`src/design/can_bootloader_command_engine_core_defines.svh`:
```
// ----------------------------------------------------------------------------
// CAN bootloader command engine - assertion macros
// Shared property wrappers, clocked on clk and disabled during reset.
// ----------------------------------------------------------------------------
`ifndef CAN_BOOTLOADER_COMMAND_ENGINE_CORE_DEFINES_SVH
`define CAN_BOOTLOADER_COMMAND_ENGINE_CORE_DEFINES_SVH

// same-cycle implication
`define CBCE_ASSERT_IMP(lbl, ante, cons, msg) \
	lbl: assert property (@(posedge clk) disable iff (!arst_n) (ante) |-> (cons)) \
		else $error(msg);

// next-cycle implication
`define CBCE_ASSERT_NXT(lbl, ante, cons, msg) \
	lbl: assert property (@(posedge clk) disable iff (!arst_n) (ante) |=> (cons)) \
		else $error(msg);

`endif

```
`src/design/cbce_pkg.sv`:
```
// ----------------------------------------------------------------------------
// CAN bootloader command engine - package
// Field widths, status/phase/register codes, response type, CRC byte step.
// ----------------------------------------------------------------------------
package cbce_pkg;

	localparam int ID_W     = 29;
	localparam int DLC_W    = 4;
	localparam int CNT20_W  = 20;
	localparam int CRC_W    = 32;
	localparam int STAT_W   = 3;
	localparam int PHASE_W  = 2;
	localparam int CFG_IDX_W  = 3;
	localparam int CFG_DATA_W = 29;
	localparam int NUM_CMDS = 5;

	// status codes
	localparam logic [STAT_W-1:0] ST_OK        = 3'd0;
	localparam logic [STAT_W-1:0] ST_CHECKSUM  = 3'd1;
	localparam logic [STAT_W-1:0] ST_BAD_CMD   = 3'd2;
	localparam logic [STAT_W-1:0] ST_BAD_STATE = 3'd3;
	localparam logic [STAT_W-1:0] ST_FULL      = 3'd4;
	localparam logic [STAT_W-1:0] ST_CRC       = 3'd5;

	// download phase
	localparam logic [PHASE_W-1:0] PH_IDLE   = 2'd0;
	localparam logic [PHASE_W-1:0] PH_ACTIVE = 2'd1;
	localparam logic [PHASE_W-1:0] PH_ERROR  = 2'd2;

	// register indexes
	localparam logic [CFG_IDX_W-1:0] CFG_START  = 3'd0;
	localparam logic [CFG_IDX_W-1:0] CFG_WRITE  = 3'd1;
	localparam logic [CFG_IDX_W-1:0] CFG_COMMIT = 3'd2;
	localparam logic [CFG_IDX_W-1:0] CFG_VERIFY = 3'd3;
	localparam logic [CFG_IDX_W-1:0] CFG_ABORT  = 3'd4;
	localparam logic [CFG_IDX_W-1:0] CFG_SIZE1  = 3'd5;
	localparam logic [CFG_IDX_W-1:0] CFG_SIZE2  = 3'd6;

	// command lane order, also match priority
	localparam int CMD_START  = 0;
	localparam int CMD_WRITE  = 1;
	localparam int CMD_COMMIT = 2;
	localparam int CMD_VERIFY = 3;
	localparam int CMD_ABORT  = 4;

	localparam logic [ID_W-1:0]    RST_START_ID  = 29'd256;
	localparam logic [ID_W-1:0]    RST_WRITE_ID  = 29'd257;
	localparam logic [ID_W-1:0]    RST_COMMIT_ID = 29'd258;
	localparam logic [ID_W-1:0]    RST_VERIFY_ID = 29'd259;
	localparam logic [ID_W-1:0]    RST_ABORT_ID  = 29'd260;
	localparam logic [CNT20_W-1:0] RST_IMG_SIZE  = 20'd65536;

	localparam logic [CRC_W-1:0] CRC_PRESET = 32'hFFFF_FFFF;
	localparam logic [CRC_W-1:0] CRC_POLY   = 32'hEDB8_8320;

	typedef struct packed {
		logic [STAT_W-1:0]  status;
		logic [PHASE_W-1:0] phase;
		logic               target_slot;
		logic               active_slot;
		logic [1:0]         valid_marks;
		logic [CNT20_W-1:0] byte_total;
		logic [CNT20_W-1:0] block_total;
		logic [CRC_W-1:0]   crc_value;
	} resp_t;

	typedef struct packed {
		logic busy;
		logic done;
	} crc_stat_t;

	// reflected CRC-32, one byte
	function automatic logic [CRC_W-1:0] cbce_crc_byte(input logic [CRC_W-1:0] c_in,
		input logic [7:0] b);
		logic [CRC_W-1:0] c;
		c = c_in ^ {24'd0, b};
		for (int k = 0; k < 8; k++) begin
			c = c[0] ? ((c >> 1) ^ CRC_POLY) : (c >> 1);
		end
		return c;
	endfunction

endpackage

```
`src/design/cbce_ifs.sv`:
```
// ----------------------------------------------------------------------------
// CAN bootloader command engine - channel interfaces
// Frame input, response output and register write channels.
// ----------------------------------------------------------------------------
interface cbce_frame_if import cbce_pkg::*; ();
	logic            valid;
	logic            ready;
	logic [ID_W-1:0] can_id;
	logic [DLC_W-1:0] dlc;
	logic [7:0]      len_byte;
	logic [7:0]      pay0;
	logic [7:0]      pay1;
	logic [7:0]      pay2;
	logic [7:0]      pay3;
	logic [7:0]      pay4;
	logic [7:0]      pay5;
	logic [7:0]      check_byte;

	modport source (output valid, can_id, dlc, len_byte, pay0, pay1, pay2, pay3, pay4,
		pay5, check_byte, input ready);
	modport sink (input valid, can_id, dlc, len_byte, pay0, pay1, pay2, pay3, pay4,
		pay5, check_byte, output ready);
endinterface

interface cbce_resp_if import cbce_pkg::*; ();
	logic               valid;
	logic               ready;
	logic [STAT_W-1:0]  status;
	logic [PHASE_W-1:0] phase;
	logic               target_slot;
	logic               active_slot;
	logic [1:0]         valid_marks;
	logic [CNT20_W-1:0] byte_total;
	logic [CNT20_W-1:0] block_total;
	logic [CRC_W-1:0]   crc_value;

	modport source (output valid, status, phase, target_slot, active_slot, valid_marks,
		byte_total, block_total, crc_value, input ready);
	modport sink (input valid, status, phase, target_slot, active_slot, valid_marks,
		byte_total, block_total, crc_value, output ready);
endinterface

interface cbce_cfg_if import cbce_pkg::*; ();
	logic                  valid;
	logic                  ready;
	logic [CFG_IDX_W-1:0]  index;
	logic [CFG_DATA_W-1:0] data;

	modport source (output valid, index, data, input ready);
	modport sink (input valid, index, data, output ready);
endinterface

```
`src/design/cbce_id_lane.sv`:
```
// ----------------------------------------------------------------------------
// CAN bootloader command engine - identifier lane
// Compares the frame identifier against one command identifier, registered.
// ----------------------------------------------------------------------------
module cbce_id_lane import cbce_pkg::*; (
	input  logic            clk,
	input  logic            load,
	input  logic [ID_W-1:0] can_id,
	input  logic [ID_W-1:0] cmd_id,
	output logic            hit_s1
);

	always_ff @(posedge clk) begin
		if (load) begin
			hit_s1 <= (can_id == cmd_id);
		end
	end

endmodule

```
`src/design/cbce_crc_unit.sv`:
```
// ----------------------------------------------------------------------------
// CAN bootloader command engine - CRC unit
// Byte-serial reflected CRC-32 over the first cnt payload bytes.
// ----------------------------------------------------------------------------
module cbce_crc_unit import cbce_pkg::*; #(
	parameter int MAX_PAYLOAD = 6
) (
	input  logic                            clk,
	input  logic                            arst_n,
	input  logic                            start,
	input  logic [$clog2(MAX_PAYLOAD+1)-1:0] cnt,
	input  logic [CRC_W-1:0]                crc_in,
	input  logic [MAX_PAYLOAD-1:0][7:0]     bytes,
	output logic [CRC_W-1:0]                crc_out,
	output crc_stat_t                       stat
);

	localparam int CNT_W = $clog2(MAX_PAYLOAD + 1);
	localparam int IDX_W = (MAX_PAYLOAD > 1) ? $clog2(MAX_PAYLOAD) : 1;

	logic             busy_q;
	logic             done_q;
	logic [IDX_W-1:0] idx_q;
	logic [CNT_W-1:0] rem_q;
	logic [CRC_W-1:0] crc_q;

	always_ff @(posedge clk or negedge arst_n) begin
		if (!arst_n) begin
			busy_q <= 1'b0;
			done_q <= 1'b0;
			idx_q  <= '0;
			rem_q  <= '0;
		end else begin
			done_q <= 1'b0;
			if (start) begin
				busy_q <= 1'b1;
				idx_q  <= '0;
				rem_q  <= cnt;
			end else if (busy_q) begin
				idx_q <= idx_q + IDX_W'(1);
				rem_q <= rem_q - CNT_W'(1);
				if (rem_q == CNT_W'(1)) begin
					busy_q <= 1'b0;
					done_q <= 1'b1;
				end
			end
		end
	end

	always_ff @(posedge clk) begin
		if (start) begin
			crc_q <= crc_in;
		end else if (busy_q) begin
			crc_q <= cbce_crc_byte(crc_q, bytes[idx_q]);
		end
	end

	assign crc_out   = crc_q;
	assign stat.busy = busy_q;
	assign stat.done = done_q;

endmodule

```
`src/design/can_bootloader_command_engine_core.sv`:
```
// ----------------------------------------------------------------------------
// CAN bootloader command engine - top level
// Checks one received CAN frame per word, decodes its command and keeps
// the download state, counts, running CRC-32 and image marks.
//
//   channel | dir | handshake    | carries
//   --------+-----+--------------+-------------------------------------------
//   frame   | in  | valid/ready  | can_id, dlc, len_byte, pay0..5, check_byte
//   resp    | out | valid/ready  | status and state snapshot
//   cfg     | in  | valid/ready  | register index, write data
//
// A frame word passes capture, decode and response load in turn; a good
// write block adds a pass of the byte-serial CRC unit over its payload
// bytes between decode and response load.
// frame.ready is high only while idle; a waiting response register does
// not block acceptance, only the final load of the next response.
// Reset clears control and download state and loads register defaults.
// cfg.ready is always high.
// ----------------------------------------------------------------------------
module can_bootloader_command_engine_core import cbce_pkg::*; #(
	parameter int MAX_PAYLOAD = 6
) (
	input  logic       clk,
	input  logic       arst_n,
	cbce_frame_if.sink  frame,
	cbce_resp_if.source resp,
	cbce_cfg_if.sink    cfg
);

	`include "can_bootloader_command_engine_core_defines.svh"

	// payload storage never below four bytes: commit reads pay0..pay3
	localparam int PAY_N = (MAX_PAYLOAD < 4) ? 4 : MAX_PAYLOAD;
	localparam int CNT_W = $clog2(MAX_PAYLOAD + 1);

	// sequencer states
	localparam logic [1:0] S_IDLE = 2'd0;
	localparam logic [1:0] S_DEC  = 2'd1;
	localparam logic [1:0] S_CRC  = 2'd2;
	localparam logic [1:0] S_DONE = 2'd3;

	logic [1:0] state_q;

	// configuration
	logic [ID_W-1:0]    cmd_id_q [NUM_CMDS];
	logic [CNT20_W-1:0] cap_q    [2];

	// download state
	logic [PHASE_W-1:0] phase_q;
	logic               slot_q;
	logic               active_q;
	logic [1:0]         valid_q;
	logic [CNT20_W-1:0] bytes_q;
	logic [CNT20_W-1:0] blocks_q;
	logic [CRC_W-1:0]   crc_q;
	logic [STAT_W-1:0]  status_q;

	// captured frame
	logic [7:0] len_s1;
	logic [7:0] chk_s1;
	logic [7:0] pay_s1 [PAY_N];
	logic [7:0] in_bytes [7];
	logic [NUM_CMDS-1:0] hit_s1;

	// response register
	resp_t resp_q;
	logic  out_valid_q;

	logic frame_acc;
	logic load_out;

	assign frame_acc   = frame.valid && frame.ready;
	assign frame.ready = (state_q == S_IDLE);
	assign cfg.ready   = 1'b1;
	assign load_out    = (state_q == S_DONE) && (!out_valid_q || resp.ready);

	// ---------------------------------------------------------------------
	// register writes
	// ---------------------------------------------------------------------
	always_ff @(posedge clk or negedge arst_n) begin
		if (!arst_n) begin
			cmd_id_q[CMD_START]  <= RST_START_ID;
			cmd_id_q[CMD_WRITE]  <= RST_WRITE_ID;
			cmd_id_q[CMD_COMMIT] <= RST_COMMIT_ID;
			cmd_id_q[CMD_VERIFY] <= RST_VERIFY_ID;
			cmd_id_q[CMD_ABORT]  <= RST_ABORT_ID;
			cap_q[0]             <= RST_IMG_SIZE;
			cap_q[1]             <= RST_IMG_SIZE;
		end else if (cfg.valid && cfg.ready) begin
			unique case (cfg.index) inside
				CFG_START, CFG_WRITE, CFG_COMMIT, CFG_VERIFY, CFG_ABORT: begin
					cmd_id_q[cfg.index] <= cfg.data;
				end
				CFG_SIZE1: cap_q[0] <= cfg.data[CNT20_W-1:0];
				CFG_SIZE2: cap_q[1] <= cfg.data[CNT20_W-1:0];
				default: ;
			endcase
		end
	end

	// ---------------------------------------------------------------------
	// capture: frame bytes, length and check byte per dlc
	// ---------------------------------------------------------------------
	assign in_bytes[0] = frame.pay0;
	assign in_bytes[1] = frame.pay1;
	assign in_bytes[2] = frame.pay2;
	assign in_bytes[3] = frame.pay3;
	assign in_bytes[4] = frame.pay4;
	assign in_bytes[5] = frame.pay5;
	assign in_bytes[6] = frame.check_byte;	// payload byte six when 7 allowed

	always_ff @(posedge clk) begin
		if (frame_acc) begin
			len_s1 <= (frame.dlc != '0) ? frame.len_byte : 8'd0;
			chk_s1 <= (frame.dlc > DLC_W'(7)) ? frame.check_byte : 8'd0;
			for (int i = 0; i < PAY_N; i++) begin
				pay_s1[i] <= in_bytes[i];
			end
		end
	end

	// identifier lanes, one per command
	for (genvar g = 0; g < NUM_CMDS; g++) begin : g_lane
		cbce_id_lane u_lane (
			.clk    (clk),
			.load   (frame_acc),
			.can_id (frame.can_id),
			.cmd_id (cmd_id_q[g]),
			.hit_s1 (hit_s1[g])
		);
	end

	// ---------------------------------------------------------------------
	// decode: length, checksum, merge of lane hits (first match wins)
	// ---------------------------------------------------------------------
	logic                   len_ok;
	logic [7:0]             sum;
	logic [CNT20_W:0]       bytes_sum;
	logic [CNT20_W-1:0]     cap_sel;
	logic [CRC_W-1:0]       want;
	logic [CRC_W-1:0]       crc_fin;
	logic [STAT_W-1:0]      n_status;
	logic [PHASE_W-1:0]     n_phase;
	logic                   n_slot;
	logic                   n_active;
	logic [1:0]             n_valid;
	logic [CNT20_W-1:0]     n_bytes;
	logic [CNT20_W-1:0]     n_blocks;
	logic [CRC_W-1:0]       n_crc;
	logic                   crc_go;

	always_comb begin
		len_ok = (len_s1 <= 8'(MAX_PAYLOAD));
		sum    = len_s1;
		for (int i = 0; i < MAX_PAYLOAD; i++) begin
			if (8'(i) < len_s1) begin
				sum = sum ^ pay_s1[i];
			end
		end
		bytes_sum = {1'b0, bytes_q} + (CNT20_W+1)'(len_s1);
		cap_sel   = slot_q ? cap_q[1] : cap_q[0];
		want      = (len_s1 >= 8'd4) ? {pay_s1[3], pay_s1[2], pay_s1[1], pay_s1[0]}
			: '0;
		crc_fin   = ~crc_q;

		n_status = status_q;
		n_phase  = phase_q;
		n_slot   = slot_q;
		n_active = active_q;
		n_valid  = valid_q;
		n_bytes  = bytes_q;
		n_blocks = blocks_q;
		n_crc    = crc_q;
		crc_go   = 1'b0;

		if (!len_ok) begin
			n_status = ST_BAD_CMD;
		end else if (sum != chk_s1) begin
			n_status = ST_CHECKSUM;
		end else if (hit_s1[CMD_START]) begin
			if (phase_q == PH_ACTIVE) begin
				n_status = ST_BAD_STATE;
			end else if (len_s1 == 8'd0 || pay_s1[0] > 8'd1) begin
				n_status = ST_BAD_CMD;
			end else begin
				n_slot   = pay_s1[0][0];
				n_phase  = PH_ACTIVE;
				n_bytes  = '0;
				n_blocks = '0;
				n_crc    = CRC_PRESET;
				n_status = ST_OK;
			end
		end else if (hit_s1[CMD_WRITE]) begin
			if (phase_q != PH_ACTIVE) begin
				n_status = ST_BAD_STATE;
			end else if (len_s1 == 8'd0) begin
				n_status = ST_BAD_CMD;
			end else if (bytes_sum > {1'b0, cap_sel}) begin
				n_phase  = PH_ERROR;
				n_status = ST_FULL;
			end else begin
				// CRC itself is folded in by the CRC unit
				crc_go   = 1'b1;
				n_bytes  = bytes_sum[CNT20_W-1:0];
				n_blocks = blocks_q + CNT20_W'(1);
				n_status = ST_OK;
			end
		end else if (hit_s1[CMD_COMMIT]) begin
			if (phase_q != PH_ACTIVE) begin
				n_status = ST_BAD_STATE;
			end else begin
				n_crc = crc_fin;
				if (want != crc_fin) begin
					n_phase  = PH_ERROR;
					n_status = ST_CRC;
				end else begin
					n_valid  = valid_q | (slot_q ? 2'b10 : 2'b01);
					n_active = slot_q;
					n_phase  = PH_IDLE;
					n_status = ST_OK;
				end
			end
		end else if (hit_s1[CMD_VERIFY]) begin
			if (len_s1 == 8'd0) begin
				n_status = ST_BAD_CMD;
			end else if ((valid_q & ((pay_s1[0] == 8'd0) ? 2'b01 : 2'b10)) != 2'b00) begin
				n_status = ST_OK;
			end else begin
				n_status = ST_CRC;
			end
		end else if (hit_s1[CMD_ABORT]) begin
			n_phase  = PH_IDLE;
			n_bytes  = '0;
			n_blocks = '0;
			n_crc    = CRC_PRESET;
			n_status = ST_OK;
		end else begin
			n_status = ST_BAD_CMD;
		end
	end

	// ---------------------------------------------------------------------
	// CRC unit
	// ---------------------------------------------------------------------
	logic [MAX_PAYLOAD-1:0][7:0] crc_bytes;
	logic [CRC_W-1:0]            crc_res;
	crc_stat_t                   crc_stat;

	always_comb begin
		for (int i = 0; i < MAX_PAYLOAD; i++) begin
			crc_bytes[i] = pay_s1[i];
		end
	end

	cbce_crc_unit #(
		.MAX_PAYLOAD (MAX_PAYLOAD)
	) u_crc (
		.clk     (clk),
		.arst_n  (arst_n),
		.start   ((state_q == S_DEC) && crc_go),
		.cnt     (len_s1[CNT_W-1:0]),
		.crc_in  (crc_q),
		.bytes   (crc_bytes),
		.crc_out (crc_res),
		.stat    (crc_stat)
	);

	// ---------------------------------------------------------------------
	// sequencer and download state
	// ---------------------------------------------------------------------
	always_ff @(posedge clk or negedge arst_n) begin
		if (!arst_n) begin
			state_q     <= S_IDLE;
			phase_q     <= PH_IDLE;
			slot_q      <= 1'b0;
			active_q    <= 1'b0;
			valid_q     <= 2'b00;
			bytes_q     <= '0;
			blocks_q    <= '0;
			crc_q       <= CRC_PRESET;
			status_q    <= ST_OK;
			out_valid_q <= 1'b0;
		end else begin
			// a new load wins over the drain of the old word
			if (load_out) begin
				out_valid_q <= 1'b1;
			end else if (resp.ready) begin
				out_valid_q <= 1'b0;
			end
			unique case (state_q)
				S_IDLE: begin
					if (frame_acc) begin
						state_q <= S_DEC;
					end
				end
				S_DEC: begin
					phase_q  <= n_phase;
					slot_q   <= n_slot;
					active_q <= n_active;
					valid_q  <= n_valid;
					bytes_q  <= n_bytes;
					blocks_q <= n_blocks;
					crc_q    <= n_crc;
					status_q <= n_status;
					state_q  <= crc_go ? S_CRC : S_DONE;
				end
				S_CRC: begin
					if (crc_stat.done) begin
						crc_q   <= crc_res;
						state_q <= S_DONE;
					end
				end
				S_DONE: begin
					if (load_out) begin
						state_q <= S_IDLE;
					end
				end
				default: state_q <= S_IDLE;
			endcase
		end
	end

	// response snapshot
	always_ff @(posedge clk) begin
		if (load_out) begin
			resp_q.status      <= status_q;
			resp_q.phase       <= phase_q;
			resp_q.target_slot <= slot_q;
			resp_q.active_slot <= active_q;
			resp_q.valid_marks <= valid_q;
			resp_q.byte_total  <= bytes_q;
			resp_q.block_total <= blocks_q;
			resp_q.crc_value   <= crc_q;
		end
	end

	assign resp.valid       = out_valid_q;
	assign resp.status      = resp_q.status;
	assign resp.phase       = resp_q.phase;
	assign resp.target_slot = resp_q.target_slot;
	assign resp.active_slot = resp_q.active_slot;
	assign resp.valid_marks = resp_q.valid_marks;
	assign resp.byte_total  = resp_q.byte_total;
	assign resp.block_total = resp_q.block_total;
	assign resp.crc_value   = resp_q.crc_value;

	// ---------------------------------------------------------------------
	// assertions
	// ---------------------------------------------------------------------
	`CBCE_ASSERT_NXT(a_acc_to_dec, frame_acc, state_q == S_DEC, "accepted word not decoded")
	`CBCE_ASSERT_IMP(a_blk_src, !$stable(blocks_q), $past(state_q) == S_DEC, "block count moved outside decode")
	`CBCE_ASSERT_IMP(a_crc_done, crc_stat.done, state_q == S_CRC, "CRC result with no write pending")

endmodule
```
`src/flat_wrapper.sv`:
```
// flat-port wrapper written by rule: the top's interface ports become plain ports
module can_bootloader_command_engine_core_flat import cbce_pkg::*;
#(
	parameter int MAX_PAYLOAD = 6
)
  (clk, arst_n, frame_valid, frame_can_id, frame_dlc, frame_len_byte, frame_pay0, frame_pay1, frame_pay2, frame_pay3, frame_pay4, frame_pay5, frame_check_byte, frame_ready, resp_valid, resp_status, resp_phase, resp_target_slot, resp_active_slot, resp_valid_marks, resp_byte_total, resp_block_total, resp_crc_value, resp_ready, cfg_valid, cfg_index, cfg_data, cfg_ready);
  cbce_frame_if frame_i ();
  cbce_resp_if resp_i ();
  cbce_cfg_if cfg_i ();
  input  logic clk;
  input  logic arst_n;
  input wire logic [$bits(frame_i.valid)-1:0] frame_valid;
  input wire logic [$bits(frame_i.can_id)-1:0] frame_can_id;
  input wire logic [$bits(frame_i.dlc)-1:0] frame_dlc;
  input wire logic [$bits(frame_i.len_byte)-1:0] frame_len_byte;
  input wire logic [$bits(frame_i.pay0)-1:0] frame_pay0;
  input wire logic [$bits(frame_i.pay1)-1:0] frame_pay1;
  input wire logic [$bits(frame_i.pay2)-1:0] frame_pay2;
  input wire logic [$bits(frame_i.pay3)-1:0] frame_pay3;
  input wire logic [$bits(frame_i.pay4)-1:0] frame_pay4;
  input wire logic [$bits(frame_i.pay5)-1:0] frame_pay5;
  input wire logic [$bits(frame_i.check_byte)-1:0] frame_check_byte;
  output wire logic [$bits(frame_i.ready)-1:0] frame_ready;
  output wire logic [$bits(resp_i.valid)-1:0] resp_valid;
  output wire logic [$bits(resp_i.status)-1:0] resp_status;
  output wire logic [$bits(resp_i.phase)-1:0] resp_phase;
  output wire logic [$bits(resp_i.target_slot)-1:0] resp_target_slot;
  output wire logic [$bits(resp_i.active_slot)-1:0] resp_active_slot;
  output wire logic [$bits(resp_i.valid_marks)-1:0] resp_valid_marks;
  output wire logic [$bits(resp_i.byte_total)-1:0] resp_byte_total;
  output wire logic [$bits(resp_i.block_total)-1:0] resp_block_total;
  output wire logic [$bits(resp_i.crc_value)-1:0] resp_crc_value;
  input wire logic [$bits(resp_i.ready)-1:0] resp_ready;
  input wire logic [$bits(cfg_i.valid)-1:0] cfg_valid;
  input wire logic [$bits(cfg_i.index)-1:0] cfg_index;
  input wire logic [$bits(cfg_i.data)-1:0] cfg_data;
  output wire logic [$bits(cfg_i.ready)-1:0] cfg_ready;
  assign frame_i.valid = frame_valid;
  assign frame_i.can_id = frame_can_id;
  assign frame_i.dlc = frame_dlc;
  assign frame_i.len_byte = frame_len_byte;
  assign frame_i.pay0 = frame_pay0;
  assign frame_i.pay1 = frame_pay1;
  assign frame_i.pay2 = frame_pay2;
  assign frame_i.pay3 = frame_pay3;
  assign frame_i.pay4 = frame_pay4;
  assign frame_i.pay5 = frame_pay5;
  assign frame_i.check_byte = frame_check_byte;
  assign frame_ready = frame_i.ready;
  assign resp_valid = resp_i.valid;
  assign resp_status = resp_i.status;
  assign resp_phase = resp_i.phase;
  assign resp_target_slot = resp_i.target_slot;
  assign resp_active_slot = resp_i.active_slot;
  assign resp_valid_marks = resp_i.valid_marks;
  assign resp_byte_total = resp_i.byte_total;
  assign resp_block_total = resp_i.block_total;
  assign resp_crc_value = resp_i.crc_value;
  assign resp_i.ready = resp_ready;
  assign cfg_i.valid = cfg_valid;
  assign cfg_i.index = cfg_index;
  assign cfg_i.data = cfg_data;
  assign cfg_ready = cfg_i.ready;
  can_bootloader_command_engine_core #(.MAX_PAYLOAD(MAX_PAYLOAD)) u_core (.clk(clk), .arst_n(arst_n), .frame(frame_i), .resp(resp_i), .cfg(cfg_i));
endmodule
```
`config.mk`:
```
export PLATFORM = sky130hd
export DESIGN_NAME = can_bootloader_command_engine_core_flat
export DESIGN_NICKNAME = d
export VERILOG_FILES = /design/src/design/cbce_pkg.sv /design/src/design/cbce_ifs.sv /design/src/design/cbce_id_lane.sv /design/src/design/cbce_crc_unit.sv /design/src/design/can_bootloader_command_engine_core.sv /design/src/flat_wrapper.sv
export VERILOG_INCLUDE_DIRS = /design/src /design/src/design
export SDC_FILE = /design/constraint.sdc
export NUM_CORES = 1
export LEC_CHECK = 0
export BUFFER_PORTS_ARGS = -buffer_cell sky130_fd_sc_hd__clkbuf_2
export CELL_PAD_IN_SITES_DETAIL_PLACEMENT = 1
export CELL_PAD_IN_SITES_GLOBAL_PLACEMENT = 2
export CORE_MARGIN = 2
export CORE_UTILIZATION = 45
export DETAILED_ROUTE_END_ITERATION = 10
export HOLD_SLACK_MARGIN = 0.05
export PLACE_DENSITY_LB_ADDON = 0.1
export SLEW_MARGIN = 30
export SYNTH_ARGS = -nofsm -noshare
export SYNTH_HDL_FRONTEND = slang
export SYNTH_SLANG_ARGS = --single-unit
```
`constraint.sdc`:
```
create_clock -name clk -period 16.31 [get_ports clk]
set_clock_uncertainty 0.05 [all_clocks]
set_input_delay 0.8155 -clock clk [delete_from_list [all_inputs] [get_ports clk]]
set_output_delay 0.8155 -clock clk [all_outputs]
set_load 0.005 [all_outputs]
```
==> impl_metrics.tcl, run 1 <==
set metrics [dict create \
    p_sw_mw 0.693 \
    die_area_um2 52900 \
    power.share.clock 0.406 \
    fin_crit_ns 6.77 \
    h-tree-depth 2 \
    grt_start_max_net_pins 162 \
    power.internal_mw 2.10 \
    outcome "finished, final reports clean" \
    max_freq_mhz 148 \
    path_class "flop to flop" \
    syn_avg_cell_area_um2 12.6 \
    drt.antenna.violating_nets 0 \
    min_setup_slack_post_route_ns 9.54 \
    vias_per_cell 5.64 \
    rsz0062_at_grt "no" \
    grt_pass1_vias 16400 \
    p_leak_nw 10.8 \
    synth-seq-area-share 0.542 \
    cts.sinks 459 \
    crit_slowest_cell "sky130_fd_sc_hd__edfxtp_1" \
    critPathArrivalTime_ns 6.96 \
    gpl.final_weighted_congestion 0.839 \
    post-route-drc-count 0 \
    total_routed_wirelength_um 68000 \
    critical_path.max_fanout 38 \
    final_global_route_overflow_total 0 \
    yosysWarningCount 0 \
    multi_input_area_um2 10000 \
    slowest_delay_ns 0.71 \
    rr_startpoint "u_core.len_s1[0]" \
    cts_hold_fix_bufs 0 \
    io_buffer_count 216 \
    synth-edff-count 182 \
    syn-cell-area_um2 23000 \
    fin_tns_setup_ns 0 \
    dp_hpwl_um 48400 \
    chipWidth_um 230 \
    share_seq_of_total_power 0.490 \
    tritoncts_clock_tree "built" \
    final_min_period_over_clock_period 0.415 \
    tightest_slew_ns 0.945 \
    n_fill_cell 5220 \
    final_net_count 2188 \
    class_of_the_tightest_hold_or_removal_check "input port to asynchronous set/reset pin" \
    synthDistinctLibCells 70 \
    cpMostUsedCell "sky130_fd_sc_hd__buf_4" \
    drt_iter0_markers 886 \
    gate_power_share 0.104 \
    place_ws_ns 9.53 \
    fraction_of_layout_cells_with_a_size_suffix_above_1 0.283 \
    timing_hold_violations_final 0 \
    cells_traversed_along_the_worst_timing_path "ha_1 -> inv_1 -> fa_1 -> nor2b_1 -> o21ai_0 -> a21oi_1 -> o41ai_1 -> buf_4 -> nor2_1 -> nand3_1 -> xnor2_1 -> ha_1 -> a21o_1 -> a21oi_1 -> o221ai_1 -> o31ai_1 -> nand2_1 -> nor3_1 -> nand3_2 -> buf_4 -> nand2b_1 -> buf_4" \
    clock_path_buffers 3 \
    detail_route.first_pass.iterations 5 \
    grt_antenna_before_repair 1 \
    yosys_register_bits 459 \
    power.density_cell_area_nw_per_um2 106 \
    initial_core_util 0.457 \
    fin_worst_hold_slack_ns 0.0634 \
    cts_inserted_buffers 51 \
    buffer_count_from_post_cts_setup_fixing 0 \
    vdd_drop_max_mv 0.0745 \
    all_layer_gr_usage 0.259 \
    via_count 15400 \
    setup_viol 0 \
    clock_tree_root_driver_cell "sky130_fd_sc_hd__clkbuf_16" \
    netlist_instances 1821 \
    p_sw_frac 0.248 \
    post_cts_resized 0 \
    seq_area_um2 12500 \
    grt_first_pass_wirelength_um 103000 \
    syn_to_final_growth_pct 15.0 \
    clk_pin_slew_worst_paths_ns 0.06 \
    row_count 82 \
    r2r_cells 22 \
    start_kind "flop" \
    routedWlPerCell_um 24.9 \
    top_level_ports 218 \
    synth-main-ff-cell "sky130_fd_sc_hd__dfrtp_1" \
    coreArea_um2 50300 \
    final_max_slew_viol_count 0 \
    crit_path_end_kind "flop" \
    max_slew_margin 0.370 \
    critical_path_required_ns 16.50 \
    synth-async-reset-ratio 0.603 \
    dieHeight_um 230 \
    number_of_maximum_capacitance_constraint_violations 0 \
    timing.rr.end "u_core.u_crc.crc_out[25]" \
    clkLatencyLatePin_ns 0.63 \
    mappedNetlistNets 1992 \
    setup_slack_reg_to_reg_ns 9.54 \
]
[logic make-up (layout without fill, tap and decap cells)]
| kind of cell | after synthesis | count (layout) | synth area share |
|---|---|---|---|
| compound gates | 260 | 260 | 0.0734 |
| xor+xnor | 290 | 290 | 0.113 |
| fa+ha+maj | 37 | 37 | 0.0205 |
| buf+inv | 148 | 387 | 0.0266 |
| flops | 459 | 459 | 0.542 |
| mux | 302 | 302 | 0.147 |
| other cells | 1 | 2 | 0.000163 |
| simple gates | 324 | 324 | 0.0774 |
[cell type report]
type,count,area share
sequential,459,0.471
multi-input combinational,1214,0.379
clock buffer,67,0.0524
timing repair buffer,241,0.0497
tap,672,0.0318
clock inverter,29,0.00937
inverter,50,0.00710
antenna,1,0.0000946
[power by group through the flow]
stage | clock (mW) | combinational (mW) | sequential, mW
2_1_floorplan | 0 | 0.196 | 1.37
3_3_place_gp | 0 | 0.284 | 1.38
3_5_place_dp | 0 | 0.293 | 1.39
4_1_cts | 1.16 | 0.296 | 1.37
5_1_grt | 1.21 | 0.321 | 1.38
6_report | 1.13 | 0.292 | 1.37
[routing by layer]
| layer | track usage | vias up | share of wire |
|---|---|---|---|
| li1 | - | 7003 | - |
| met3 | 0.0342 | 101 | 0.039 |
| met5 | 0 | - | 0 |
| met1 | 0.342 | 7948 | 0.43 |
| met2 | 0.441 | 360 | 0.50 |
| met4 | 0.0835 | 0 | 0.029 |
[state kept, by name, indices dropped and copies added, names as in the netlist, 2 cells and up]
| signal | count |
|---|---|
| u_core.resp.block_total | 20 |
| u_core.blocks_q | 20 |
| u_core.resp.phase | 2 |
| u_core.resp.byte_total | 20 |
| u_core.cmd_id_q | 145 |
| u_core.cap_q | 40 |
| u_core.valid_q | 2 |
| u_core.state_q | 2 |
| u_core.resp.crc_value | 32 |
| u_core.u_crc.rem_q | 3 |
| u_core.phase_q | 2 |
| u_core.len_s1 | 8 |
| u_core.u_crc.crc_out | 32 |
| u_core.resp.valid_marks | 2 |
| u_core.resp.status | 3 |
| u_core.bytes_q | 20 |
| u_core.chk_s1 | 8 |
| u_core.crc_q | 32 |
| u_core.status_q | 3 |
| u_core.g_lane.u_lane.hit_s1 | 5 |
| u_core.pay_s1 | 48 |
| u_core.u_crc.idx_q | 3 |
[per-stage QoR]
stage          cells  power, mW   util  cell area [um^2]
2_1_floorplan   1821       1.57      -             23000
3_3_place_gp    2635       1.67  0.492             24700
3_5_place_dp    2635       1.68  0.493             24800
4_1_cts         2731       2.83  0.525             26400
5_1_grt         2733       2.91  0.526             26400
6_report        2733       2.80  0.526             26400
[cells in the mapped netlist (9+ instances only)]
master | number | area [um^2]
sky130_fd_sc_hd__a21oi_1 | 56 | 280
sky130_fd_sc_hd__a22o_1 | 17 | 149
sky130_fd_sc_hd__a2bb2oi_1 | 12 | 105
sky130_fd_sc_hd__a31oi_1 | 20 | 125
sky130_fd_sc_hd__and2_1 | 12 | 75.1
sky130_fd_sc_hd__buf_2 | 9 | 45.0
sky130_fd_sc_hd__clkbuf_1 | 77 | 289
sky130_fd_sc_hd__dfrtp_1 | 233 | 5830
sky130_fd_sc_hd__dfstp_2 | 44 | 1160
sky130_fd_sc_hd__edfxtp_1 | 182 | 5470
sky130_fd_sc_hd__ha_1 | 36 | 450
sky130_fd_sc_hd__inv_1 | 49 | 184
sky130_fd_sc_hd__mux2_1 | 23 | 259
sky130_fd_sc_hd__mux2_2 | 191 | 2150
sky130_fd_sc_hd__mux2i_1 | 80 | 801
sky130_fd_sc_hd__nand2_1 | 76 | 285
sky130_fd_sc_hd__nand3_1 | 29 | 145
sky130_fd_sc_hd__nand4_1 | 26 | 163
sky130_fd_sc_hd__nor2_1 | 54 | 203
sky130_fd_sc_hd__nor2b_1 | 13 | 81.3
sky130_fd_sc_hd__nor3_1 | 16 | 80.1
sky130_fd_sc_hd__nor4_1 | 29 | 181
sky130_fd_sc_hd__nor4bb_1 | 13 | 130
sky130_fd_sc_hd__o21ai_0 | 66 | 330
sky130_fd_sc_hd__o22ai_1 | 13 | 81.3
sky130_fd_sc_hd__o31ai_1 | 23 | 173
sky130_fd_sc_hd__or3_1 | 12 | 75.1
sky130_fd_sc_hd__or4_1 | 10 | 75.1
sky130_fd_sc_hd__xnor2_1 | 132 | 1160
sky130_fd_sc_hd__xor2_1 | 154 | 1350
[placed cells by master, fill, tap and decap left out, types with 23 or more instances in the layout]
cell type / n
sky130_fd_sc_hd__mux2i_1: 80
sky130_fd_sc_hd__nand3_1: 28
sky130_fd_sc_hd__mux2_1: 23
sky130_fd_sc_hd__nor4_1: 26
sky130_fd_sc_hd__a21oi_1: 55
sky130_fd_sc_hd__dfrtp_1: 233
sky130_fd_sc_hd__nand2_1: 76
sky130_fd_sc_hd__o21ai_0: 66
sky130_fd_sc_hd__o31ai_1: 23
sky130_fd_sc_hd__nand4_1: 26
sky130_fd_sc_hd__ha_1: 36
sky130_fd_sc_hd__xnor2_1: 131
sky130_fd_sc_hd__clkbuf_2: 215
sky130_fd_sc_hd__inv_1: 48
sky130_fd_sc_hd__mux2_2: 191
sky130_fd_sc_hd__nor2_1: 53
sky130_fd_sc_hd__dfstp_2: 44
sky130_fd_sc_hd__edfxtp_1: 182
sky130_fd_sc_hd__xor2_1: 154
sky130_fd_sc_hd__clkbuf_16: 51
[worst max path at each step]
stage                     startpoint                  endpoint  slack (ns)  depth (start not counted)
finish              u_core.len_s1[0]  u_core.u_crc.crc_out[25]        9.54                         22
global route        u_core.len_s1[0]  u_core.u_crc.crc_out[25]        9.01                         22
CTS                 u_core.len_s1[0]  u_core.u_crc.crc_out[31]        9.48                         22
detailed placement  u_core.len_s1[0]   u_core.u_crc.crc_out[9]        9.53                         22
global placement    u_core.len_s1[0]  u_core.u_crc.crc_out[25]        9.87                         22
floorplan           u_core.len_s1[0]   u_core.u_crc.crc_out[0]       10.80                         21
[critical path, delay by kind of cell (launching register included)]
kind            cells  cell delay [ns]
flops               1             0.71
buf+inv             4             0.99
xor+xnor            1             0.24
compound gates      7             1.52
simple gates        7             1.82
fa+ha+maj           3             1.03
Power figures use the tool's default switching activity.
==> run 2: changes to the inputs <==
--- a/config.mk
+++ b/config.mk
@@ -6,11 +6,12 @@
 export SDC_FILE = /design/constraint.sdc
 export NUM_CORES = 1
 export LEC_CHECK = 0
+export ABC_AREA = 1
 export BUFFER_PORTS_ARGS = -buffer_cell sky130_fd_sc_hd__clkbuf_2
 export CELL_PAD_IN_SITES_DETAIL_PLACEMENT = 1
 export CELL_PAD_IN_SITES_GLOBAL_PLACEMENT = 2
 export CORE_MARGIN = 2
-export CORE_UTILIZATION = 45
+export CORE_UTILIZATION = 37
 export DETAILED_ROUTE_END_ITERATION = 10
 export HOLD_SLACK_MARGIN = 0.05
 export PLACE_DENSITY_LB_ADDON = 0.1
==> constraint.sdc (replaced) <==
create_clock -name clk -period 6.5 [get_ports clk]
set_clock_uncertainty 0.05 [all_clocks]
set_input_delay 0.325 -clock clk [delete_from_list [all_inputs] [get_ports clk]]
set_output_delay 0.325 -clock clk [all_outputs]
set_load 0.005 [all_outputs]
==> impl_metrics.tcl, run 2 <==
set metrics [dict create \
    path_class "flop to flop" \
    max_slew_margin 0.448 \
    chipWidth_um 259 \
    power.density_cell_area_nw_per_um2 356 \
    post-route-drc-count 0 \
    synthDistinctLibCells 51 \
    drt_iter0_markers 974 \
    vdd_drop_max_mv 0.192 \
    netlist_instances 2682 \
    yosysWarningCount 0 \
    most_common_cell_after_layout_fill_and_taps_aside "sky130_fd_sc_hd__nand2_1" \
    rr_startpoint "u_core.len_s1[0]" \
    critical_path.max_fanout 40 \
    all_layer_gr_usage 0.228 \
    hold_start "frame_dlc[2]" \
    io_buffer_count 216 \
    regMostFlops "u_core.cmd_id_q" \
    post_cts_resized 0 \
    coreArea_um2 64300 \
    class_of_the_tightest_hold_or_removal_check "input port to flop" \
    report.power.total_mw 10.2 \
    grt_start_max_net_pins 178 \
    largestRegisters "u_core.cmd_id_q (145), u_core.pay_s1 (48), u_core.cap_q (40)" \
    synth-main-ff-cell "sky130_fd_sc_hd__dfrtp_1" \
    timing_hold_violations_final 0 \
    number_of_maximum_capacitance_constraint_violations 0 \
    clock_tree_root_driver_cell "sky130_fd_sc_hd__clkbuf_16" \
    yosys-top-cells-area "sky130_fd_sc_hd__dfrtp_1 24%, sky130_fd_sc_hd__edfxtp_1 23%, sky130_fd_sc_hd__nand2_1 11%" \
    final_min_period_over_clock_period 0.762 \
    cts.sinks 459 \
    critical_path_required_ns 6.94 \
    max_freq_mhz 202 \
    setup_viol 0 \
    most-common-layout-cells "733 x sky130_fd_sc_hd__nand2_1, 231 x sky130_fd_sc_hd__dfrtp_1, 226 x sky130_fd_sc_hd__o21ai_0" \
    yosys_register_bits 459 \
    synthDominantCellAreaShare 0.243 \
    clock_path_buffers 3 \
    synth_commonest_cells "733 x sky130_fd_sc_hd__nand2_1, 233 x sky130_fd_sc_hd__dfrtp_1, 226 x sky130_fd_sc_hd__o21ai_0" \
    total_routed_wirelength_um 75800 \
    buffer_count_from_post_cts_setup_fixing 0 \
    syn_avg_cell_area_um2 8.95 \
    synth-seq-area-share 0.519 \
    via_count 19500 \
    syn_to_final_growth_pct 19.2 \
    start_kind "flop" \
    synth-edff-count 182 \
    syn-cell-area_um2 24000 \
    final_design_utilization 0.445 \
    drt.antenna.violating_nets 0 \
    grt_antenna_before_repair 2 \
    clk_pin_slew_worst_paths_ns 0.06 \
    crit_path_end_kind "flop" \
    synth-async-reset-ratio 0.603 \
    outcome "finished, final reports clean" \
    cts_inserted_buffers 54 \
    synth.largest_area_cell "sky130_fd_sc_hd__dfrtp_1" \
    grt_pass1_vias 20100 \
    p_leak_nw 13.1 \
    final_net_count 3108 \
    vias_per_cell 5.07 \
    fin_tns_setup_ns 0 \
    tightest_slew_ns 0.825 \
    critPathArrivalTime_ns 5.39 \
    n_fill_cell 7482 \
    detail_route.first_pass.iterations 5 \
    final_max_slew_viol_count 0 \
    gpl.final_weighted_congestion 0.849 \
    clkLatencyLatePin_ns 0.62 \
    mappedNetlistNets 2853 \
    tritoncts_clock_tree "built" \
    rsz0062_at_grt "no" \
    initial_core_util 0.373 \
    cts_hold_fix_bufs 85 \
    largest_register_ffs 145 \
    fin_crit_ns 4.96 \
    fraction_of_layout_cells_with_a_size_suffix_above_1 0.145 \
    die_area_um2 66900 \
    crit_path_start "u_core.len_s1[0]" \
    dp_hpwl_um 54500 \
    routedWlPerCell_um 19.7 \
    top_level_ports 218 \
    dieHeight_um 259 \
    h-tree-depth 2 \
    grt_first_pass_wirelength_um 118000 \
    yosysMostFrequentCell "sky130_fd_sc_hd__nand2_1" \
    row_count 93 \
    final_global_route_overflow_total 0 \
]
## run 2: changes by cell type after synthesis, moves of 25 or more
cell / previous run / this run
sky130_fd_sc_hd__nand2_1: 76 / 733
sky130_fd_sc_hd__mux2_2: 191 / 0
sky130_fd_sc_hd__inv_1: 49 / 223
sky130_fd_sc_hd__o21ai_0: 66 / 226
sky130_fd_sc_hd__nand3_1: 29 / 127
sky130_fd_sc_hd__nor2_1: 54 / 145
sky130_fd_sc_hd__mux2i_1: 80 / 19
sky130_fd_sc_hd__nand4_1: 26 / 87
sky130_fd_sc_hd__a21oi_1: 56 / 26
sky130_fd_sc_hd__nor3_1: 16 / 41
## run 2: kinds of logic after synthesis
| kind of cell | Yosys count | share of synthesized area |
|---|---|---|
| AO/OA/AOI/OAI | 331 | 0.0738 |
| XOR/XNOR | 276 | 0.102 |
| adder cells (fa/ha/maj) | 37 | 0.0196 |
| buffers and inverters | 355 | 0.0606 |
| flip-flops | 459 | 0.519 |
| multiplexers | 19 | 0.00792 |
| other | 1 | 0.000156 |
| AND/OR/NAND/NOR | 1204 | 0.217 |
## run 2: final timing paths
| check | endpoint | slack, ns | cells after the start |
|---|---|---|---|
| worst max-delay path | u_core.blocks_q[1] | 1.54 | 23 |
| worst min-delay path | u_core.len_s1[1] | 0.07 | 3 |
| worst max register to register | u_core.blocks_q[1] | 1.54 | 23 |
| worst min register to register | u_core.resp.status[2] | 0.42 | 0 |
| max in group asynchronous | u_core.slot_q | 4.67 | 5 |
| min in group asynchronous | u_core.cmd_id_q[81] | 0.13 | 2 |
## run 2: cell type report
type	instances	area (um^2)	area share
clock inverters	29	355	0.0124
multi-input cells	1868	10200	0.355
inverters	229	860	0.0300
well taps	855	1070	0.0374
flip-flops and latches	459	12500	0.435
diodes	2	5.00	0.000175
clock buffers	73	1520	0.0532
repair buffers	325	2190	0.0764
## run 2: metal layers
metal,routed length [um],track usage,share of wire,vias to the layer above
met4,1870,0.0588,0.025,2
met3,2620,0.0296,0.035,109
met5,13,0,0.00017,-
met1,33600,0.296,0.44,9681
met2,37700,0.401,0.50,315
li1,-,-,-,9346
## run 2: power by group
part | leakage (nW) | switching, mW | total, mW | internal (mW)
Sequential | 5.12 | 0.499 | 4.34 | 3.84
Clock | 0.921 | 1.28 | 3.20 | 1.92
Combinational | 7.08 | 1.66 | 2.63 | 0.967
Total | 13.1 | 3.44 | 10.2 | 6.73
## run 2: worst max-delay path, stage by stage, from the launching register on
cell,delay (ns)
sky130_fd_sc_hd__edfxtp_1,0.43
sky130_fd_sc_hd__ha_1,0.21
sky130_fd_sc_hd__inv_1,0.06
sky130_fd_sc_hd__fa_1,0.46
sky130_fd_sc_hd__o21ai_0,0.20
sky130_fd_sc_hd__buf_4,0.17
sky130_fd_sc_hd__a21o_1,0.17
sky130_fd_sc_hd__nand2_1,0.12
sky130_fd_sc_hd__nor2_1,0.13
sky130_fd_sc_hd__xor2_1,0.26
sky130_fd_sc_hd__ha_1,0.29
sky130_fd_sc_hd__a21oi_1,0.14
sky130_fd_sc_hd__nor2_1,0.06
sky130_fd_sc_hd__a211oi_1,0.27
sky130_fd_sc_hd__nand2_1,0.09
sky130_fd_sc_hd__nand2_1,0.07
sky130_fd_sc_hd__nand2_1,0.05
sky130_fd_sc_hd__nand2_1,0.31
sky130_fd_sc_hd__o21ai_0,0.16
sky130_fd_sc_hd__nor2_2,0.09
sky130_fd_sc_hd__buf_4,0.26
sky130_fd_sc_hd__nand3_4,0.47
sky130_fd_sc_hd__nand2_1,0.20
sky130_fd_sc_hd__nand2_1,0.09
## run 2: through the flow
step	cell area (um^2)	setup slack, ns	hold WS (ns)	std cells
2_1_floorplan	24000	1.39	-0.0206	2682
3_3_place_gp	25800	1.75	0.392	3648
3_5_place_dp	25800	1.57	0.404	3648
4_1_cts	28500	1.51	0.0526	3835
5_1_grt	28600	1.12	0.0707	3839
6_report	28600	1.54	0.0740	3840
==> run 3: changes to the inputs <==
--- a/config.mk
+++ b/config.mk
@@ -6,12 +6,12 @@
 export SDC_FILE = /design/constraint.sdc
 export NUM_CORES = 1
 export LEC_CHECK = 0
-export ABC_AREA = 1
+export ABC_AREA = 0
 export BUFFER_PORTS_ARGS = -buffer_cell sky130_fd_sc_hd__clkbuf_2
 export CELL_PAD_IN_SITES_DETAIL_PLACEMENT = 1
 export CELL_PAD_IN_SITES_GLOBAL_PLACEMENT = 2
 export CORE_MARGIN = 2
-export CORE_UTILIZATION = 37
+export CORE_UTILIZATION = 41
 export DETAILED_ROUTE_END_ITERATION = 10
 export HOLD_SLACK_MARGIN = 0.05
 export PLACE_DENSITY_LB_ADDON = 0.1
==> constraint.sdc (replaced) <==
create_clock -name clk -period 4.65 [get_ports clk]
set_clock_uncertainty 0.05 [all_clocks]
set_input_delay 0.2325 -clock clk [delete_from_list [all_inputs] [get_ports clk]]
set_output_delay 0.2325 -clock clk [all_outputs]
set_load 0.005 [all_outputs]
==> impl_metrics.tcl, run 3 (synthesis results as in run 1) <==
set metrics [dict create \
    timing.hold.worst_endpoint "u_core.len_s1[7]" \
    final_cell_area_um2 28900 \
    number_of_maximum_capacitance_constraint_violations 0 \
    violations_in_the_final_reports "negative setup slack" \
    all_layer_gr_usage 0.252 \
    routedLengthMet1_um 31300 \
    class_of_the_tightest_hold_or_removal_check "input port to flop" \
    rsz0062_at_grt "yes" \
    critical_path.max_fanout 7 \
    critPathArrivalTime_ns 4.93 \
    antenna_cells_inserted 0 \
    h-tree-depth 2 \
    detail_route.first_pass.iterations 5 \
    p_leak_nw 11.9 \
    max_slew_margin 0.328 \
    initial_core_util 0.416 \
    tightest_slew_ns 0.999 \
    grt_antenna_before_repair 1 \
    chipWidth_um 241 \
    final_net_count 2371 \
    via_count 16100 \
    clock_path_buffers 3 \
    regMostFlops "u_core.cmd_id_q" \
    row_count 86 \
    tritoncts_clock_tree "built" \
    fin_tns_setup_ns -0.00535 \
    start_kind "flop" \
    critical_path_required_ns 4.93 \
    outcome "finished, violations left" \
    top_level_ports 218 \
    fraction_of_layout_cells_with_a_size_suffix_above_1 0.325 \
    coreArea_um2 55300 \
    syn_to_final_growth_pct 25.5 \
    sum_of_met2_wire_segment_lengths_after_detailed_routing_um 37100 \
    whs_path_depth 3 \
    clock_tree_root_driver_cell "sky130_fd_sc_hd__clkbuf_16" \
    min_setup_slack_post_route_ns -0.00307 \
    r2r_cells 23 \
    dp_hpwl_um 50900 \
    grt_pass1_vias 17300 \
    setup_viol 3 \
    total_routed_wirelength_um 73000 \
    multi_input_area_um2 10300 \
    drt.antenna.violating_nets 0 \
    clk_pin_slew_worst_paths_ns 0.06 \
    maxUsedRoutingLayer "met5" \
    dieHeight_um 241 \
    largest_register_ffs 145 \
    clkLatencyLatePin_ns 0.60 \
    n_fill_cell 5672 \
    vias_per_cell 5.38 \
    timing.rr.end "u_core.u_crc.crc_out[3]" \
    cts_inserted_buffers 52 \
    max_freq_mhz 215 \
    met3_length_um 2520 \
    hold_start "frame_dlc[2]" \
    grt_start_max_net_pins 103 \
    path_class "flop to flop" \
    final_global_route_overflow_total 0 \
    die_area_um2 58000 \
    final_min_period_over_clock_period 1.00 \
    most-common-layout-cells "233 x sky130_fd_sc_hd__dfrtp_1, 215 x sky130_fd_sc_hd__clkbuf_2, 190 x sky130_fd_sc_hd__mux2_2" \
    rr_startpoint "u_core.len_s1[1]" \
    largestRegisters "u_core.cmd_id_q (145), u_core.pay_s1 (48), u_core.cap_q (40)" \
    placement.cell_area_um2 25400 \
    final_max_slew_viol_count 0 \
    routedWlPerCell_um 24.4 \
    grt_first_pass_wirelength_um 109000 \
    vdd_drop_max_mv 0.282 \
    drt_iter0_markers 908 \
    post-route-drc-count 0 \
    power.density_cell_area_nw_per_um2 351 \
    timing_hold_violations_final 0 \
    gpl.final_weighted_congestion 0.855 \
    fin_crit_ns 4.65 \
    seq_area_um2 12500 \
    cts.sinks 459 \
    most_common_cell_after_layout_fill_and_taps_aside "sky130_fd_sc_hd__dfrtp_1" \
    io_buffer_count 216 \
    setup_slack_reg_to_reg_ns -0.003 \
    crit_path_end_kind "flop" \
]
run 3: cell type report:
class | instances | share of cell area
Timing Repair Buffer | 423 | 0.111
Inverter | 50 | 0.00650
Multi-Input combinational cell | 1214 | 0.358
Sequential cell | 459 | 0.432
Clock inverter | 25 | 0.0101
Tap cell | 748 | 0.0324
Clock buffer | 72 | 0.0502
run 3: worst max-delay path: stages (launching register included):
cell	delay [ns]
sky130_fd_sc_hd__edfxtp_1	0.44
sky130_fd_sc_hd__ha_1	0.32
sky130_fd_sc_hd__a21o_1	0.17
sky130_fd_sc_hd__a21oi_2	0.15
sky130_fd_sc_hd__o21bai_1	0.09
sky130_fd_sc_hd__a21oi_2	0.19
sky130_fd_sc_hd__o21bai_2	0.14
sky130_fd_sc_hd__a41oi_2	0.21
sky130_fd_sc_hd__buf_4	0.16
sky130_fd_sc_hd__nor2_1	0.05
sky130_fd_sc_hd__xor2_1	0.16
sky130_fd_sc_hd__ha_2	0.20
sky130_fd_sc_hd__a21o_1	0.19
sky130_fd_sc_hd__a21oi_2	0.19
sky130_fd_sc_hd__o221ai_2	0.16
sky130_fd_sc_hd__mux2_4	0.31
sky130_fd_sc_hd__o31ai_4	0.08
sky130_fd_sc_hd__nand2_2	0.13
sky130_fd_sc_hd__nor3_4	0.26
sky130_fd_sc_hd__nand3_4	0.13
sky130_fd_sc_hd__buf_12	0.20
sky130_fd_sc_hd__buf_16	0.14
sky130_fd_sc_hd__buf_6	0.13
sky130_fd_sc_hd__mux2i_2	0.14
run 3: power breakdown:
part / switching, mW / total, mW / internal (mW)
logic: 0.523 / 1.12 / 0.595
clock network: 1.71 / 4.22 / 2.51
registers: 0.225 / 4.80 / 4.57
run 3: routing by layer:
| metal | vias up | global-route usage |
|---|---|---|
| met5 | - | 0 |
| met2 | 325 | 0.442 |
| met4 | 2 | 0.0776 |
| li1 | 7360 | - |
| met1 | 8291 | 0.325 |
| met3 | 109 | 0.0317 |
run 3: worst max path at each step:
stage / from / slack, ns / to
finish: u_core.len_s1[1] / -0.003 / u_core.u_crc.crc_out[3]
global route: u_core.len_s1[0] / -0.23 / u_core.u_crc.crc_out[31]
CTS: u_core.len_s1[0] / 0.02 / u_core.u_crc.crc_out[7]
detailed placement: u_core.len_s1[0] / -0.42 / u_core.u_crc.crc_out[7]
global placement: u_core.len_s1[0] / -0.32 / u_core.u_crc.crc_out[7]
floorplan: u_core.len_s1[0] / 0.01 / u_core.u_crc.crc_out[0]
run 3: timing repair:
action                                 4_1_cts  5_1_grt
buffers inserted                             7       13
endpoints found under the hold margin      329        0
setup endpoints to repair                  109      108
hold buffers                               105        0
resized for setup                           25       82
pin swaps                                   15       40
gates cloned                                 2        5
run 3: through the flow:
step / setup WS, ns / utilization / power (mW) / cells / hold slack (ns)
2_1_floorplan: 0.0106 / - / 5.50 / 1821 / -0.113
3_3_place_gp: -0.315 / 0.458 / 5.87 / 2763 / 0.257
3_5_place_dp: -0.422 / 0.458 / 5.92 / 2763 / 0.256
4_1_cts: 0.0164 / 0.513 / 10.3 / 2974 / 0.0510
5_1_grt: -0.227 / 0.522 / 10.5 / 2991 / 0.0613
6_report: -0.00307 / 0.522 / 10.1 / 2991 / 0.0768
